### src/rtl/assert_macros.svh
// Assertion macros shared by the RTL.
`ifndef ASSERT_MACROS_SVH
`define ASSERT_MACROS_SVH

// Same-cycle implication, disabled while in reset.
`define ASSERT_IMPLIES(label, clk, rst, ante, cons) \
  label: assert property (@(posedge clk) disable iff (rst) (ante) |-> (cons)) \
    else $error("same-cycle implication violated");

// Next-cycle implication, disabled while in reset.
`define ASSERT_NEXT(label, clk, rst, ante, cons) \
  label: assert property (@(posedge clk) disable iff (rst) (ante) |=> (cons)) \
    else $error("next-cycle implication violated");

`endif

### src/rtl/prp_pkg.sv
`timescale 1ns / 1ps
`default_nettype none

package prp_pkg;

  // Raw word size in the record stream.
  localparam int WORD_BYTES = 4;
  localparam int WORD_BITS  = 8 * WORD_BYTES;

  localparam int VALUE_W    = 62;
  localparam int ACCUM_W    = 64;
  localparam int CFG_IDX_W  = 4;

  // Largest term id that fits 32 bits.
  localparam logic [ACCUM_W-1:0] TERM_ID_MAX = 64'h0000_0000_FFFF_FFFF;

  // Configuration register indexes.
  localparam logic [CFG_IDX_W-1:0] CFG_WITH_POSITIONS = 4'd0;
  localparam logic [CFG_IDX_W-1:0] CFG_MAX_WORDS      = 4'd1;

  // Result kinds.
  localparam logic [2:0] KIND_TERM_ID   = 3'd0;
  localparam logic [2:0] KIND_DOC_COUNT = 3'd1;
  localparam logic [2:0] KIND_DOC_ID    = 3'd2;
  localparam logic [2:0] KIND_FREQ      = 3'd3;
  localparam logic [2:0] KIND_POS_COUNT = 3'd4;
  localparam logic [2:0] KIND_POSITION  = 3'd5;
  localparam logic [2:0] KIND_RUN_END   = 3'd6;
  localparam logic [2:0] KIND_ERROR     = 3'd7;

  // Error codes.
  localparam logic [2:0] ERR_NONE      = 3'd0;
  localparam logic [2:0] ERR_TERM_WIDE = 3'd1;
  localparam logic [2:0] ERR_COUNT     = 3'd2;
  localparam logic [2:0] ERR_TRUNC     = 3'd3;
  localparam logic [2:0] ERR_OVERLONG  = 3'd4;

  // Parser phase.
  typedef enum logic [2:0] {
    PH_TERM   = 3'd0,
    PH_DCOUNT = 3'd1,
    PH_DOCS   = 3'd2,
    PH_FREQS  = 3'd3,
    PH_PCOUNT = 3'd4,
    PH_POS    = 3'd5,
    PH_SKIP   = 3'd6,
    PH_ENDED  = 3'd7
  } phase_t;

  typedef struct packed {
    logic [7:0] data_byte;
    logic       stream_end;
  } byte_item_t;

  typedef struct packed {
    logic [2:0]         field_kind;
    logic [VALUE_W-1:0] field_value;
    logic [2:0]         error_code;
    logic               record_last;
  } field_item_t;

endpackage

`default_nettype wire

### src/rtl/posting_record_parser_core.sv
`timescale 1ns / 1ps
`default_nettype none
`include "assert_macros.svh"

// Channel   Handshake               Payload
// -------   ---------------------   --------------------------------------
// byte      byte_valid/byte_ready   byte_item  (data_byte, stream_end)
// field     field_valid/field_ready field_item (kind, value, code, last)
// cfg       cfg_valid/cfg_ready     cfg_index, cfg_data
//
// One byte per clock while byte_ready is high. The result of the byte that
// completes a field is registered into the output register, or into the skid register while the output stalls.
// Synchronous reset clears the parser to "expecting term id" and restores
// with_positions = 1, max_words = 2^62-1.
// A stalled result moves to a one-entry skid register; byte_ready drops
// only while the skid register is full. cfg_ready is always high.

module posting_record_parser_core (
  input  wire                                  clk,
  input  wire                                  rst,
  input  wire                                  byte_valid,
  output logic                                 byte_ready,
  input  wire  prp_pkg::byte_item_t            byte_item,
  output logic                                 field_valid,
  input  wire                                  field_ready,
  output prp_pkg::field_item_t                 field_item,
  input  wire                                  cfg_valid,
  output logic                                 cfg_ready,
  input  wire  [prp_pkg::CFG_IDX_W-1:0]        cfg_index,
  input  wire  [prp_pkg::VALUE_W-1:0]          cfg_data
);

  // Configuration
  logic                         with_positions;
  logic [prp_pkg::VALUE_W-1:0]  max_words;

  // Parser state
  prp_pkg::phase_t              phase, phase_next;
  logic [prp_pkg::ACCUM_W-1:0]  varint_accum, varint_accum_next;
  logic [3:0]                   vidx, vidx_next;
  logic [23:0]                  word_accum, word_accum_next;
  logic [1:0]                   widx, widx_next;
  logic [prp_pkg::VALUE_W-1:0]  words_remaining, words_remaining_next;
  logic [prp_pkg::VALUE_W-1:0]  doc_count_saved, doc_count_saved_next;
  logic                         failed, failed_next;

  // Output register and skid
  logic                         skid_valid;
  prp_pkg::field_item_t         skid_item;

  // Decode
  logic                         take;
  logic                         active;
  logic                         in_varint;
  logic [6:0]                   vshift;
  logic [prp_pkg::ACCUM_W-1:0]  vsum;
  logic                         v_cont;
  logic                         v_over;
  logic                         count_over;
  logic                         word_done;
  logic [prp_pkg::WORD_BITS-1:0] word;
  logic [prp_pkg::VALUE_W-1:0]  wr_dec;
  logic                         wr_last;
  logic                         res_valid;
  prp_pkg::field_item_t         res;

  assign cfg_ready  = 1'b1;
  assign byte_ready = !skid_valid;
  assign take       = byte_valid && byte_ready;
  assign active     = !failed && (phase != prp_pkg::PH_ENDED);
  assign in_varint  = (phase == prp_pkg::PH_TERM) || (phase == prp_pkg::PH_DCOUNT) ||
                      (phase == prp_pkg::PH_PCOUNT);

  // Varint: merge the 7-bit group at its slot; bits past bit 63 fall off
  assign vshift     = 7'(vidx) * 7'd7;
  assign vsum       = varint_accum |
                      ({57'd0, byte_item.data_byte[6:0]} << vshift);
  assign v_cont     = byte_item.data_byte[7];
  assign v_over     = v_cont && (vidx >= 4'd9);
  assign count_over = vsum > {2'b00, max_words};

  // Raw words, little endian
  assign word_done  = widx == 2'(prp_pkg::WORD_BYTES - 1);
  assign word       = {byte_item.data_byte, word_accum};
  assign wr_dec     = (words_remaining != '0) ? words_remaining - 1'b1 : '0;
  assign wr_last    = wr_dec == '0;

  // Result for the current byte
  always_comb begin
    res_valid       = 1'b0;
    res.field_kind  = prp_pkg::KIND_ERROR;
    res.field_value = '0;
    res.error_code  = prp_pkg::ERR_NONE;
    res.record_last = 1'b0;
    if (take && active) begin
      if (byte_item.stream_end) begin
        res_valid = 1'b1;
        if (phase == prp_pkg::PH_TERM && vidx == 4'd0) begin
          res.field_kind = prp_pkg::KIND_RUN_END;
        end else begin
          res.error_code = prp_pkg::ERR_TRUNC;
        end
      end else if (in_varint) begin
        if (v_cont) begin
          if (v_over) begin
            res_valid      = 1'b1;
            res.error_code = prp_pkg::ERR_OVERLONG;
          end
        end else begin
          res_valid = 1'b1;
          case (phase)
            prp_pkg::PH_TERM: begin
              if (vsum > prp_pkg::TERM_ID_MAX) begin
                res.error_code = prp_pkg::ERR_TERM_WIDE;
              end else begin
                res.field_kind  = prp_pkg::KIND_TERM_ID;
                res.field_value = vsum[prp_pkg::VALUE_W-1:0];
              end
            end
            prp_pkg::PH_DCOUNT: begin
              if (count_over) begin
                res.error_code = prp_pkg::ERR_COUNT;
              end else begin
                res.field_kind  = prp_pkg::KIND_DOC_COUNT;
                res.field_value = vsum[prp_pkg::VALUE_W-1:0];
              end
            end
            default: begin
              if (count_over) begin
                res.error_code = prp_pkg::ERR_COUNT;
              end else begin
                res.field_kind  = prp_pkg::KIND_POS_COUNT;
                res.field_value = vsum[prp_pkg::VALUE_W-1:0];
                res.record_last = (vsum == '0) || !with_positions;
              end
            end
          endcase
        end
      end else if (word_done) begin
        res.field_value = {{(prp_pkg::VALUE_W - prp_pkg::WORD_BITS){1'b0}}, word};
        case (phase)
          prp_pkg::PH_DOCS: begin
            res_valid      = 1'b1;
            res.field_kind = prp_pkg::KIND_DOC_ID;
          end
          prp_pkg::PH_FREQS: begin
            res_valid      = 1'b1;
            res.field_kind = prp_pkg::KIND_FREQ;
          end
          prp_pkg::PH_POS: begin
            res_valid       = 1'b1;
            res.field_kind  = prp_pkg::KIND_POSITION;
            res.record_last = wr_last;
          end
          default: begin
            res_valid = 1'b0;
          end
        endcase
      end
    end
  end

  // Next parser state
  always_comb begin
    phase_next           = phase;
    varint_accum_next    = varint_accum;
    vidx_next            = vidx;
    word_accum_next      = word_accum;
    widx_next            = widx;
    words_remaining_next = words_remaining;
    doc_count_saved_next = doc_count_saved;
    failed_next          = failed;
    if (take && active) begin
      if (byte_item.stream_end) begin
        if (phase == prp_pkg::PH_TERM && vidx == 4'd0) begin
          phase_next = prp_pkg::PH_ENDED;
        end else begin
          failed_next = 1'b1;
        end
      end else if (in_varint) begin
        if (v_cont) begin
          varint_accum_next = vsum;
          if (v_over) begin
            failed_next = 1'b1;
          end else begin
            vidx_next = vidx + 4'd1;
          end
        end else begin
          varint_accum_next = '0;
          vidx_next         = 4'd0;
          case (phase)
            prp_pkg::PH_TERM: begin
              if (vsum > prp_pkg::TERM_ID_MAX) begin
                failed_next = 1'b1;
              end else begin
                phase_next = prp_pkg::PH_DCOUNT;
              end
            end
            prp_pkg::PH_DCOUNT: begin
              if (count_over) begin
                failed_next = 1'b1;
              end else begin
                doc_count_saved_next = vsum[prp_pkg::VALUE_W-1:0];
                words_remaining_next = vsum[prp_pkg::VALUE_W-1:0];
                phase_next = (vsum == '0) ? prp_pkg::PH_PCOUNT : prp_pkg::PH_DOCS;
              end
            end
            default: begin
              if (count_over) begin
                failed_next = 1'b1;
              end else begin
                words_remaining_next = vsum[prp_pkg::VALUE_W-1:0];
                if (vsum == '0) begin
                  phase_next = prp_pkg::PH_TERM;
                end else if (with_positions) begin
                  phase_next = prp_pkg::PH_POS;
                end else begin
                  phase_next = prp_pkg::PH_SKIP;
                end
              end
            end
          endcase
        end
      end else if (!word_done) begin
        word_accum_next = word_accum | ({16'd0, byte_item.data_byte} << {widx, 3'b000});
        widx_next       = widx + 2'd1;
      end else begin
        word_accum_next      = '0;
        widx_next            = 2'd0;
        words_remaining_next = wr_dec;
        case (phase)
          prp_pkg::PH_DOCS: begin
            if (wr_last) begin
              phase_next           = prp_pkg::PH_FREQS;
              words_remaining_next = doc_count_saved;
            end
          end
          prp_pkg::PH_FREQS: begin
            if (wr_last) phase_next = prp_pkg::PH_PCOUNT;
          end
          default: begin
            // positions, emitted or skipped
            if (wr_last) phase_next = prp_pkg::PH_TERM;
          end
        endcase
      end
    end
  end

  // Parser and configuration registers
  always_ff @(posedge clk) begin
    if (rst) begin
      phase           <= prp_pkg::PH_TERM;
      varint_accum    <= '0;
      vidx            <= 4'd0;
      word_accum      <= '0;
      widx            <= 2'd0;
      words_remaining <= '0;
      doc_count_saved <= '0;
      failed          <= 1'b0;
      with_positions  <= 1'b1;
      max_words       <= '1;
    end else begin
      phase           <= phase_next;
      varint_accum    <= varint_accum_next;
      vidx            <= vidx_next;
      word_accum      <= word_accum_next;
      widx            <= widx_next;
      words_remaining <= words_remaining_next;
      doc_count_saved <= doc_count_saved_next;
      failed          <= failed_next;
      if (cfg_valid && cfg_ready) begin
        if (cfg_index == prp_pkg::CFG_WITH_POSITIONS) with_positions <= cfg_data[0];
        if (cfg_index == prp_pkg::CFG_MAX_WORDS)      max_words      <= cfg_data;
      end
    end
  end

  // Output register and skid: valid flags
  always_ff @(posedge clk) begin
    if (rst) begin
      field_valid <= 1'b0;
      skid_valid  <= 1'b0;
    end else if (field_valid && field_ready) begin
      if (skid_valid) begin
        skid_valid <= 1'b0;
      end else if (!res_valid) begin
        field_valid <= 1'b0;
      end
    end else if (!field_valid) begin
      field_valid <= res_valid;
    end else if (res_valid) begin
      skid_valid <= 1'b1;
    end
  end

  // Output register and skid: payload
  always_ff @(posedge clk) begin
    if (field_valid && field_ready) begin
      if (skid_valid) begin
        field_item <= skid_item;
      end else if (res_valid) begin
        field_item <= res;
      end
    end else if (!field_valid) begin
      if (res_valid) field_item <= res;
    end else if (res_valid) begin
      skid_item <= res;
    end
  end

  // Checks
  `ASSERT_NEXT(a_failed_sticky, clk, rst, failed, failed)
  `ASSERT_IMPLIES(a_skid_behind_out, clk, rst, skid_valid, field_valid)
  `ASSERT_NEXT(a_stall_fills_skid, clk, rst, field_valid && !field_ready && res_valid, skid_valid)
  `ASSERT_IMPLIES(a_error_clean, clk, rst, field_valid && field_item.field_kind == prp_pkg::KIND_ERROR, field_item.field_value == '0 && !field_item.record_last)

endmodule

`default_nettype wire
### config.mk
export PLATFORM = sky130hd
export DESIGN_NAME = posting_record_parser_core
export DESIGN_NICKNAME = d
export VERILOG_FILES = /design/src/rtl/prp_pkg.sv /design/src/rtl/posting_record_parser_core.sv
export VERILOG_INCLUDE_DIRS = /design/src /design/src/rtl
export SDC_FILE = /design/constraint.sdc
export NUM_CORES = 1
export LEC_CHECK = 0
export BUFFER_PORTS_ARGS = -buffer_cell sky130_fd_sc_hd__buf_2
export CAP_MARGIN = 20
export CORE_MARGIN = 8
export CORE_UTILIZATION = 60
export CTS_BUF_LIST = sky130_fd_sc_hd__clkbuf_8 sky130_fd_sc_hd__clkbuf_16
export CTS_CLUSTER_DIAMETER = 80
export DETAILED_ROUTE_END_ITERATION = 7
export MAX_ROUTING_LAYER = met4
export PLACE_DENSITY = 0.79
export SETUP_SLACK_MARGIN = 0.02
export SYNTH_ARGS = -nofsm -noshare
export SYNTH_HDL_FRONTEND = slang
export SYNTH_SLANG_ARGS = --single-unit
### constraint.sdc
create_clock -name clk -period 6.45 [get_ports clk]
set_input_delay 0.3225 -clock clk [delete_from_list [all_inputs] [get_ports clk]]
set_output_delay 0.3225 -clock clk [all_outputs]
set_load 0.01 [all_outputs]
=== Word level (Yosys, flattened, before mapping) ===
Cells that the tools add are included.

* Register bits after elaboration: 425
* Bits of input ports: 80

* Shift operators: 2
* Add/sub/neg operators: 3
* Bitwise gates (word level): 7
* Magnitude comparators: 3
* Multiplexer cells: 78
* Equality and inequality tests: 23
* Multiply operators: 1
* Reductions and logical operators: 38

{| class="wikitable"
|+ Operators by type and width
! cell !! number
|-
| $mux W62 || 9
|-
| $mux W69 || 5
|-
| $mux W65 || 5
|-
| $pmux W68 S2 || 1
|-
| $mux W64 || 2
|-
| $gt A64 B32 Y1 const B || 1
|-
| $gt A64 B62 Y1 || 1
|-
| $logic_not A64 Y1 || 1
|-
| $or A64 B64 Y64 || 1
|-
| $shl A7 B7 Y64 || 1
|-
| $logic_not A62 Y1 || 1
|-
| $reduce_bool A62 Y1 || 1
|-
| $sub A62 B1 Y62 const B || 1
|-
| $mux W3 || 18
|-
| $mux W1 || 28
|-
| $mux W24 || 1
|-
| $or A24 B24 Y24 || 1
|-
| $shl A8 B5 Y24 || 1
|-
| $reduce_and A6 Y1 || 3
|-
| $ne A2 B2 Y1 const B || 7
|-
| $pmux W3 S2 || 2
|-
| $pmux W3 S3 || 1
|-
| $reduce_and A3 Y1 || 3
|-
| $logic_not A4 Y1 || 2
|-
| 29 further kinds || 58
|}

=== Longest topological paths before layout ===
Gate-level depths: netlist of the first run.

* Depth after elaboration: 14
* Depth in mapped cells: 19

=== Worst setup path after synthesis of the first run ===
Ideal clock, no wire load.

* Path type: register -> register
* From: reg field_valid
* To: reg skid_item[0] in the netlist's numbering (enable)
* Library setup time: 0.496 ns
* Period minus slack after synthesis: 5.636 ns
* Arrival time: 5.141 ns
* Buffers on the path: 0
* Path slack: 0.814 ns
* Stages on the path, launching flop included: 3
* Cell sequence: dfxtp_1 > nand2b_1 > nor2_1

* Cells in the longest elaborated chain, start to end: 3

{| class="wikitable"
|+ Ends and longest elaborated chain
! element !! line !! RTL
|-
| from (decl) || posting_record_parser_core.sv:24 || <nowiki>output logic field_valid,</nowiki>
|-
| from (signal assigned) || posting_record_parser_core.sv:291 || <nowiki>field_valid <= res_valid;</nowiki>
|-
| $logic_and A1 B1 Y1 || posting_record_parser_core.sv:299 || <nowiki>if (field_valid && field_ready) begin</nowiki>
|-
| $not A1 Y1 (no line) || - ||
|-
| $reduce_and A3 Y1 (no line) * || - ||
|-
| to (signal assigned) || posting_record_parser_core.sv:308 || <nowiki>skid_item <= res;</nowiki>
|-
| to (decl) || posting_record_parser_core.sv:49 || <nowiki>prp_pkg::field_item_t skid_item;</nowiki>
|}

Every way passes the cells marked *; elsewhere a longest branch is shown, timed or not.
A chain may end at the register's enable or synchronous reset.

=== Worst setup path after layout of the first run ===
* From: reg vidx[3]
* To: reg words_remaining[54] in the netlist's numbering

{| class="wikitable"
|+ RTL lines
! element !! line !! RTL
|-
| from (decl) || posting_record_parser_core.sv:40 || <nowiki>logic [3:0] vidx, vidx_next;</nowiki>
|-
| from (signal assigned) || posting_record_parser_core.sv:266 || <nowiki>vidx <= vidx_next;</nowiki>
|-
| $mul A4 B3 Y7 || posting_record_parser_core.sv:75 || <nowiki>assign vshift = 7'(vidx) * 7'd7;</nowiki>
|-
| $shl A7 B7 Y64 || posting_record_parser_core.sv:77 || <nowiki>({57'd0, byte_item.data_byte[6:0]} << vshift);</nowiki>
|-
| $or A64 B64 Y64 || posting_record_parser_core.sv:76 || <nowiki>assign vsum = varint_accum |</nowiki>
|-
| via vsum, one bit || posting_record_parser_core.sv:56 || <nowiki>logic [prp_pkg::ACCUM_W-1:0] vsum;</nowiki>
|-
| $gt A64 B62 Y1 || posting_record_parser_core.sv:80 || <nowiki>assign count_over = vsum > {2'b00, max_words};</nowiki>
|-
| $ne A2 B2 Y1 (no line) || - ||
|-
| $reduce_and A6 Y1 (no line) || - ||
|-
| to (signal assigned) || posting_record_parser_core.sv:269 || <nowiki>words_remaining <= words_remaining_next;</nowiki>
|-
| to (decl) || posting_record_parser_core.sv:43 || <nowiki>logic [prp_pkg::VALUE_W-1:0] words_remaining, words_remaining_next;</nowiki>
|}

The timed path passes the listed nets, and every way through them passes these cells. The select of a mux whose other input is x is not followed.

==> results of run 1 <==
## metrics by stage
stage	power (mW)	area, sq um	util
after global placement	5.15	22500	0.638
final	7.74	24300	0.690
after detailed placement	5.18	22500	0.638
after CTS	7.71	24200	0.687
after global routing	8.04	24300	0.690
after floorplan	4.50	21300	-
## how the worst max path moves through the flow
stage,start,to,depth (start not counted)
floorplan,field_valid,skid_item[0],2
global placement,vidx[2],words_remaining[4],13
detailed placement,vidx[2],words_remaining[12],13
CTS,vidx[2],words_remaining[54],13
global route,vidx[3],words_remaining[0],13
finish,vidx[3],words_remaining[54],13
## registers in the layout (all words and copies together) (netlist names)
name	cells
words_remaining	62
varint_accum	64
vidx	4
skid_item	69
doc_count_saved	62
word_accum	24
field_valid	1
field_item	69
skid_valid	1
with_positions	1
widx	2
max_words	62
failed	1
phase	3
## cell type report
class / count / area (sq um)
Inverter: 137 / 514
Tap cell: 461 / 577
Antenna cell: 3 / 7.51
Timing Repair Buffer: 245 / 1600
Clock inverter: 27 / 185
Sequential cell: 425 / 9890
Clock buffer: 55 / 1270
Fill cell: 2716 / 10900
Multi-Input combinational cell: 1744 / 10300
## power groups by stage
stage / Clock (mW) / Combinational [mW] / Sequential [mW]
global route: 2.67 / 2.26 / 3.11
floorplan: 0 / 1.34 / 3.17
CTS: 2.57 / 2.06 / 3.08
global placement: 0 / 2.02 / 3.13
finish: 2.55 / 2.10 / 3.09
detailed placement: 0 / 2.04 / 3.14
## layer usage
metal	vias to the layer above	GRT usage	wire length, microns
met5	-	-	0
met1	9492	0.464	30200
met2	1073	0.487	30500
met3	156	0.0854	8070
li1	9151	-	-
met4	0	0.101	1900
## synthesized netlist by cell type (6+ instances only)
cell and count:
nor2_1 422, dfxtp_1 287, a21oi_1 237, clkbuf_1 160, nand2_1 157, edfxtp_1 138
inv_1 137, o21ai_0 122, a211oi_1 101, nor3_1 97, ha_1 68, a21o_1 50
nand4_1 47, a22oi_1 42, nor4_1 38, nand3_1 30, o211ai_1 30, xnor2_1 30
o31ai_1 28, a22o_1 19, mux2i_1 18, or3_1 15, a31oi_1 14, or4_1 14
o22ai_1 11, buf_1 10, or2_2 9, and2_1 8, nand2b_1 8, xor2_1 8
mux2_2 7, nor2b_1 7, nor3_2 7, nor3b_1 7, a21oi_2 6, nand3b_1 6
nor4b_1 6, nor4bb_1 6
## worst register-to-register path, cell delays in order, from the launching register on
cell and delay [ns]:
dfxtp_1 0.69, nor4b_1 0.90, a21oi_1 0.35, inv_1 0.14, ha_1 0.15, nand2_1 0.07
a2111oi_1 0.57, nand4_1 0.29, nor4_1 0.43, a31oi_1 0.15, or4_1 0.61, a21o_1 0.34
and2_2 0.59, a22o_1 0.39
## logic make-up (layout without fill, tap and decap cells)
logic type                 Yosys count  after routing  synth area share
and+or+nand+nor                    906            906             0.200
AOI/OAI and AO/OA                  706            706             0.209
DFF                                425            425             0.465
buffers and inverters              318            464            0.0580
adders and majority gates           68             68            0.0400
xor gates and xnor gates            38             38            0.0156
muxes                               25             25            0.0122
other                                1              4          0.000176
==> flow_metrics.py, run 1 <==
metrics = {
    "route": {
        "drc_errors": 0,
        "wl_per_cell_microns": 22.8,
        "ant_nets": 0,
        "via_per_inst": 6.42,
        "drt_iter0_drc": 2447,
        "dr_total_vias": 19900,
        "wirelength_mm": 70.7,
        "first_pass_iters": 6,
    },
    "cts": {
        "cts_tree": "yes",
        "cts_root_buf": "clkbuf_16",
        "cts_setup_buffers": 0,
        "post_cts_resized": 0,
        "cts_buffers": 44,
        "cts-htree-levels": 2,
        "clock_path_buffers": 3,
        "cts_hold_buffers": 29,
        "path_clk_slew_ns": 0.06,
        "cts.sinks": 425,
        "clk_latency_ns": 0.58,
    },
    "outcome": {
        "status": "completed",
    },
    "worst_hold_path": {
        "hp-start": "cfg_data[15]",
        "hold_path_class": "primary input to flop",
        "holdPathStages": 3,
        "holdPathEnd": "max_words[15]",
    },
    "floorplan": {
        "die_area_sq_mm": 0.0418,
        "initial_core_util": 0.604,
        "num_io_pins": 152,
        "rows": 69,
        "die_h_microns": 204,
        "core_sq_mm": 0.0352,
        "die_w_microns": 204,
    },
    "sta": {
        "hold_violations": 0,
        "rsz0062_at_grt": "false",
        "tightest_slew_ns": 1.14,
        "worst_hold_slack_ns": 0.0181,
        "period_needed_ns": 5.78,
        "worst_slack_ns": 0.666,
        "finalSetupViolCount": 0,
        "fin_crit_sh": 0.897,
        "relSlewSlack": 0.234,
        "drv_slew": 0,
        "max_freq_ghz": 0.173,
        "skew_ns": 0.0199,
        "setup_tns_ns": 0,
    },
    "final_layout": {
        "final_cell_mix": "nor2_1, dfxtp_1, a21oi_1",
        "drive_gt1_frac": 0.130,
        "mostFrequentLayoutCell": "nor2_1",
        "syn2layout_area_growth_pct": 14.2,
        "layout.nets": 2745,
        "final_cells": 3097,
    },
    "global_routing": {
        "overflow": 0,
        "grt_usage": 0.338,
        "grt_pass1_vias": 18600,
        "grt_pass1_wl_mm": 108,
        "grt_max_degree": 132,
        "antenna_found_initial": 2,
    },
    "placed_design": {
        "io_buffers": 150,
        "dpl.cell_count": 2978,
        "dp_hpwl_mm": 49.9,
        "place_ws_ns": 0.663,
        "gp_congestion": 1.03,
    },
    "worst_setup_path": {
        "slowest_stage": "nor4b_1",
        "slowest_delay_ns": 0.90,
        "r2r_start": "vidx[3]",
        "cp.required_ns": 6.91,
        "crit_path_end_kind": "flop",
        "cp_data_arrival_time_ns": 6.24,
        "worstSetupStartpointType": "flop",
        "rrSetupSlack_ns": 0.67,
        "crit_buf_inv": 1,
        "crit_family": "simple AND/OR/NAND/NOR gates",
        "crit_chain": "nor4b_1 -> a21oi_1 -> inv_1 -> ha_1 -> nand2_1 -> a2111oi_1 -> nand4_1 -> nor4_1 -> a31oi_1 -> or4_1 -> a21o_1 -> and2_2 -> a22o_1",
        "reg2regPathDepth": 13,
        "cp_max_fo": 44,
        "critPathKind": "flop to flop",
        "r2r-end": "words_remaining[54]",
    },
    "power_and_ir_drop": {
        "powerDensity_mw_per_mm2": 318,
        "p_leak_nw": 10.6,
        "seq_power_share": 0.399,
        "swShare": 0.331,
        "power_frac_comb": 0.271,
        "peakVddDrop_mv": 0.259,
        "p_sw_mw": 2.56,
        "p_int_mw": 5.18,
        "pwr-share-clk": 0.330,
    },
    "logic_synthesis": {
        "netlist_instances": 2487,
        "yosysSeqAreaShare": 0.465,
        "yosysTopAreaCellShare": 0.270,
        "synth.cell_area_sq_mm": 0.0213,
        "syn_area_per_cell_sq_um": 8.56,
        "synth_area_leader_cell": "dfxtp_1",
        "ys_ff_latch": 425,
        "synth_nets": 2635,
        "netlist-cell-type-count": 78,
        "synthFlopType": "dfxtp_1",
        "postSynth.asyncResetShare": 0,
        "ys_warn_count": 0,
        "synth_edf_count": 138,
        "yosys-top-cells-area": "dfxtp_1, edfxtp_1, nor2_1, a21oi_1, ha_1",
    },
    "job": {
        "drv_cap": 0,
    },
}
Note: power is estimated with default switching activity, not from simulation.
==> run 2, diff against run 1 <==
--- a/config.mk
+++ b/config.mk
@@ -8,8 +8,10 @@
 export LEC_CHECK = 0
 export BUFFER_PORTS_ARGS = -buffer_cell sky130_fd_sc_hd__buf_2
 export CAP_MARGIN = 20
+export CELL_PAD_IN_SITES_DETAIL_PLACEMENT = 1
+export CELL_PAD_IN_SITES_GLOBAL_PLACEMENT = 2
 export CORE_MARGIN = 8
-export CORE_UTILIZATION = 60
+export CORE_UTILIZATION = 37
 export CTS_BUF_LIST = sky130_fd_sc_hd__clkbuf_8 sky130_fd_sc_hd__clkbuf_16
 export CTS_CLUSTER_DIAMETER = 80
 export DETAILED_ROUTE_END_ITERATION = 7
==> run 2 against run 1 <==
Net effect: sequential share of layout area decreased by 1.5 points; first-iteration DRC count down 37%; fmax fell by 5.0%; critical path depth up 1; cell count up 11%; setup slack got worse by 0.30 ns; non-clock buffer count rose by 30; power up 5.1%; critical endpoint is now words_remaining[0]; die area is 57% higher; highest routed layer unchanged; count of clock-buffer cells in the layout increased by 6; clock skew increased by 0.0081 ns; register-to-register slack worse by 0.30 ns.
==> flow_metrics.py, run 2 (synthesis gave the netlist of run 1 again) <==
metrics = {
    "floorplan": {
        "rows": 88,
        "initial_core_util": 0.372,
        "die_w_microns": 256,
        "die_h_microns": 256,
        "die_area_sq_mm": 0.0655,
        "num_io_pins": 152,
        "core_sq_mm": 0.0573,
    },
    "sta": {
        "drv_slew": 0,
        "skew_ns": 0.0279,
        "hold_violations": 0,
        "tightest_slew_ns": 1.14,
        "worst_hold_slack_ns": 0.0324,
        "fin_crit_sh": 0.943,
        "relSlewSlack": 0.239,
        "finalSetupViolCount": 0,
        "period_needed_ns": 6.09,
        "rsz0062_at_grt": "false",
        "max_freq_ghz": 0.164,
        "setup_tns_ns": 0,
        "worst_slack_ns": 0.365,
    },
    "final_layout": {
        "syn2layout_area_growth_pct": 18.4,
        "final_cell_mix": "nor2_1, dfxtp_1, a21oi_1",
        "finish.instance_area_sq_mm": 0.0252,
        "n_fill_cell": 6738,
        "reg_top3": "field_item x69, skid_item x69, varint_accum x64",
        "seq_area_sq_mm": 0.00989,
        "layout.nets": 2781,
        "multi_input_area_sq_mm": 0.0103,
        "num_antenna_cells": 0,
        "drive_gt1_frac": 0.132,
        "mostFrequentLayoutCell": "nor2_1",
    },
    "route": {
        "drc_errors": 0,
        "first_pass_iters": 5,
        "via_per_inst": 5.73,
        "wirelength_mm": 80.5,
        "dr_total_vias": 19700,
        "wl_per_cell_microns": 23.4,
        "ant_nets": 0,
        "drt_iter0_drc": 1533,
    },
    "power_and_ir_drop": {
        "total_power_mw": 8.13,
        "p_leak_nw": 10.8,
        "powerDensity_mw_per_mm2": 322,
        "peakVddDrop_mv": 0.212,
    },
    "worst_setup_path": {
        "cp_data_arrival_time_ns": 6.57,
        "r2r_start": "vidx[0]",
        "critPathKind": "flop to flop",
        "worstSetupStartpointType": "flop",
        "cp.required_ns": 6.94,
        "cp_max_fo": 44,
        "slowest_stage": "a31oi_1",
        "crit_path_end_kind": "flop",
        "startpoint": "vidx[0]",
        "crit_chain": "inv_1 -> a31oi_1 -> inv_1 -> ha_1 -> nand4_1 -> a2111oi_1 -> nand4_1 -> nor4_1 -> a31oi_1 -> or4_1 -> a21o_1 -> and2_1 -> buf_4 -> a22o_1",
        "slowest_delay_ns": 0.95,
    },
    "global_routing": {
        "grt_pass1_wl_mm": 123,
        "grt_pass1_vias": 19900,
        "overflow": 0,
        "antenna_found_initial": 0,
        "grt_usage": 0.243,
        "grt_max_degree": 90,
    },
    "worst_hold_path": {
        "hp-start": "cfg_data[60]",
        "hold_path_class": "primary input to flop",
    },
    "placed_design": {
        "dp_hpwl_mm": 57.4,
        "gp_congestion": 0.937,
        "dpl_cell_area_sq_mm": 0.0229,
        "io_buffers": 150,
        "place_ws_ns": 0.401,
    },
    "cts": {
        "cts_tree": "yes",
        "clock_path_buffers": 3,
        "cts_setup_buffers": 0,
        "cts.sinks": 425,
        "cts-htree-levels": 2,
        "post_cts_resized": 0,
        "cts_buffers": 50,
        "cts_root_buf": "clkbuf_16",
        "clk_latency_ns": 0.61,
        "path_clk_slew_ns": 0.06,
    },
    "outcome": {
        "status": "completed",
    },
    "job": {
        "drv_cap": 0,
    },
}
## run 2: cell types whose count changed in the layout (fill, tap and decap cells not counted), moves of 2 or more
cell           previous run  this run
buf_16                    2         0
diode_2                   3         0
inv_6                     2         0
dlygate4sd3_1            29        56
clkbuf_16                46        51
inv_1                   151       153
clkbuf_4                  0         2
buf_12                    2         5
## run 2: final cells by class
cell class | instances | share of cell area
Multi-Input combinational cell | 1744 | 0.407
Sequential cell | 425 | 0.392
Timing Repair Buffer | 275 | 0.0753
Clock buffer | 61 | 0.0561
Tap cell | 765 | 0.0380
Inverter | 137 | 0.0204
Clock inverter | 33 | 0.0107
## run 2: metrics by stage
stage          instances   util
2_1_floorplan       2487      -
3_3_place_gp        3286  0.401
3_5_place_dp        3286  0.401
4_1_cts             3436  0.440
5_1_grt             3440  0.440
6_report            3440  0.440
## run 2: power by group
group / total (mW) / leakage (nW) / internal (mW) / switching, mW
Clock: 2.87 / 0.887 / 1.68 / 1.19
Sequential: 3.10 / 3.77 / 2.97 / 0.134
Combinational: 2.16 / 6.18 / 0.753 / 1.41
## run 2: critical path: cells and delay by family, from the launching register on
| family | cells | cell delay [ns] |
|---|---|---|
| adders and majority gates | 1 | 0.35 |
| buffers and inverters | 3 | 0.73 |
| DFF | 1 | 0.68 |
| and+or+nand+nor | 5 | 1.84 |
| AOI/OAI and AO/OA | 5 | 2.34 |
## run 2: worst paths after layout
kind / slack [ns] / to / cells after the start
setup / recovery: 0.36 / words_remaining[0] / 14
hold / removal: 0.03 / max_words[60] / 3
setup reg to reg: 0.36 / words_remaining[0] / 14
hold reg to reg: 0.47 / varint_accum[62] / 2
## run 2: metal layers
metal  vias up  part of all wire  global-route usage
met5         -                 0                   -
met4         0             0.026              0.0728
met3       119             0.046              0.0265
met2       513              0.45               0.375
met1      9870              0.48               0.335
li1       9212                 -                   -
## run 2: repair_timing
| action | CTS | global route |
|---|---|---|
| endpoints found under the setup margin | 0 | 0 |
| hold buffers | 56 | 0 |
| endpoints found under the hold margin | 57 | 0 |
==> run 3, diff against run 2 <==
==> constraint.sdc (replaced) <==
create_clock -name clk -period 5.64 [get_ports clk]
set_input_delay 0.282 -clock clk [delete_from_list [all_inputs] [get_ports clk]]
set_output_delay 0.282 -clock clk [all_outputs]
set_load 0.01 [all_outputs]
==> run 3 against run 2 <==
Net effect: cell count increased by 1.2%; setup slack got worse by 0.080 ns; utilization increased by 0.52 points; non-clock buffer count increased by 44; fmax increased by 14%; clock power increased by 14%; critical path depth increased by 4; wire length about the same; count of clock-buffer cells in the layout decreased by 5; sequential power increased by 14%; combinational power increased by 16%.
==> flow_metrics.py, run 3 (synthesis gave the netlist of run 1 again) <==
metrics = {
    "final_layout": {
        "final_cells": 3481,
        "syn2layout_area_growth_pct": 19.8,
        "layout.nets": 2824,
        "num_antenna_cells": 0,
        "drive_gt1_frac": 0.144,
        "n_fill_cell": 6700,
        "reg_top3": "field_item x69, skid_item x69, varint_accum x64",
        "final_cell_mix": "nor2_1, dfxtp_1, a21oi_1",
        "mostFrequentLayoutCell": "nor2_1",
    },
    "worst_setup_path": {
        "worstSetupStartpointType": "flop",
        "crit_path_end_kind": "flop",
        "reg2regPathDepth": 18,
        "cp_max_fo": 31,
        "cp_data_arrival_time_ns": 5.70,
        "critPathKind": "flop to flop",
        "cp.required_ns": 5.98,
    },
    "floorplan": {
        "die_area_sq_mm": 0.0655,
        "core_sq_mm": 0.0573,
        "num_io_pins": 152,
        "die_h_microns": 256,
        "initial_core_util": 0.372,
        "rows": 88,
        "die_w_microns": 256,
    },
    "global_routing": {
        "grt_pass1_vias": 19900,
        "grt_pass1_wl_mm": 124,
        "grt_max_degree": 72,
        "grt_usage": 0.244,
        "overflow": 0,
        "antenna_found_initial": 0,
    },
    "cts": {
        "cts_setup_buffers": 0,
        "cts-htree-levels": 2,
        "clk_latency_ns": 0.60,
        "path_clk_slew_ns": 0.06,
        "cts_tree": "yes",
        "cts_buffers": 49,
        "cts.sinks": 425,
        "clock_path_buffers": 3,
        "cts_root_buf": "clkbuf_16",
    },
    "sta": {
        "finalSetupViolCount": 0,
        "max_freq_ghz": 0.187,
        "fin_crit_sh": 0.950,
        "setup_tns_ns": 0,
        "rsz0062_at_grt": "false",
        "skew_ns": 0.0231,
        "relSlewSlack": 0.279,
        "tightest_slew_ns": 1.08,
        "drv_slew": 0,
        "hold_violations": 0,
        "period_needed_ns": 5.36,
    },
    "worst_hold_path": {
        "holdPathStages": 3,
        "hold_path_class": "primary input to flop",
    },
    "route": {
        "first_pass_iters": 5,
        "drc_errors": 0,
        "drt_iter0_drc": 1452,
        "wl_per_cell_microns": 23.1,
        "dr_total_vias": 19700,
        "wirelength_mm": 80.5,
        "ant_nets": 0,
        "via_per_inst": 5.66,
    },
    "power_and_ir_drop": {
        "seq_power_share": 0.379,
        "swShare": 0.335,
        "pwr-share-clk": 0.351,
        "total_power_mw": 9.33,
        "p_leak_nw": 11.0,
        "p_sw_mw": 3.13,
        "p_int_mw": 6.20,
        "power_frac_comb": 0.269,
        "powerDensity_mw_per_mm2": 366,
        "peakVddDrop_mv": 0.245,
    },
    "outcome": {
        "status": "completed",
    },
    "placed_design": {
        "io_buffers": 150,
        "dpl.cell_count": 3326,
        "dp_hpwl_mm": 57.5,
        "gp_congestion": 0.930,
    },
    "job": {
        "drv_cap": 0,
    },
}
-- run 3: cell types whose count changed in the layout (fill, tap and decap cells not counted), sizes merged --
cell,before,now
bufinv,3,5
buf,216,256
clkbuf,64,57
dlygate4sd3,56,62
-- run 3: what timing repair did --
item | CTS | global route
resized for setup | 0 | 4
setup endpoints to repair | 0 | 44
hold buffers | 62 | 0
endpoints found under the hold margin | 63 | 0
-- run 3: worst paths after layout --
check / to / slack, ns / startpoint
worst max-delay path: field_item[4] / 0.28 / vidx[3]
worst min register to register: word_accum[2] / 0.48 / word_accum[2]
worst min-delay path: max_words[56] / 0.02 / cfg_data[56]
worst max register to register: field_item[4] / 0.28 / vidx[3]
-- run 3: power by group through the flow --
stage | Sequential, mW | Clock (mW) | Combinational [mW]
floorplan | 3.62 | 0 | 1.53
global route | 3.57 | 3.46 | 2.74
finish | 3.54 | 3.27 | 2.51
CTS | 3.54 | 3.36 | 2.51
global placement | 3.60 | 0 | 2.43
detailed placement | 3.61 | 0 | 2.46
-- run 3: worst max-delay path: stages (launching register included) --
cell	delay, ns
dfxtp_1	0.35
buf_4	0.22
nor4b_2	0.10
buf_4	0.17
a21oi_1	0.36
inv_1	0.31
ha_1	0.40
nand4_1	0.14
nor3_1	0.41
nand4_1	0.22
a21o_1	0.20
a311oi_1	0.54
buf_4	0.22
o31ai_1	0.10
and2_0	0.23
buf_12	0.19
a22oi_1	0.48
o21ai_0	0.16
mux2_2	0.30
-- run 3: through the flow --
step	utilization	setup slack (ns)	instance area, sq um	hold WS, ns
after floorplan	-	0.305	21300	0.382
after global placement	0.405	0.253	23200	0.447
after detailed placement	0.405	0.206	23200	0.462
after CTS	0.445	0.0849	25500	0.000562
after global routing	0.445	0.0974	25500	0.0495
final	0.445	0.284	25500	0.0155
-- run 3: cell type report --
cell class                      count  area [sq um]  area share
Multi-Input combinational cell   1744         10200       0.402
Sequential cell                   425          9890       0.388
Timing Repair Buffer              319          2240      0.0880
Clock buffer                       56          1330      0.0523
Tap cell                          765           957      0.0375
Inverter                          137           514      0.0202
Clock inverter                     35           314      0.0123
-- run 3: metal layers --
layer	wire (microns)	global-route usage
met1	38800	0.339
met2	36500	0.377
met3	3520	0.0297
met4	1730	0.0581
met5	0	-
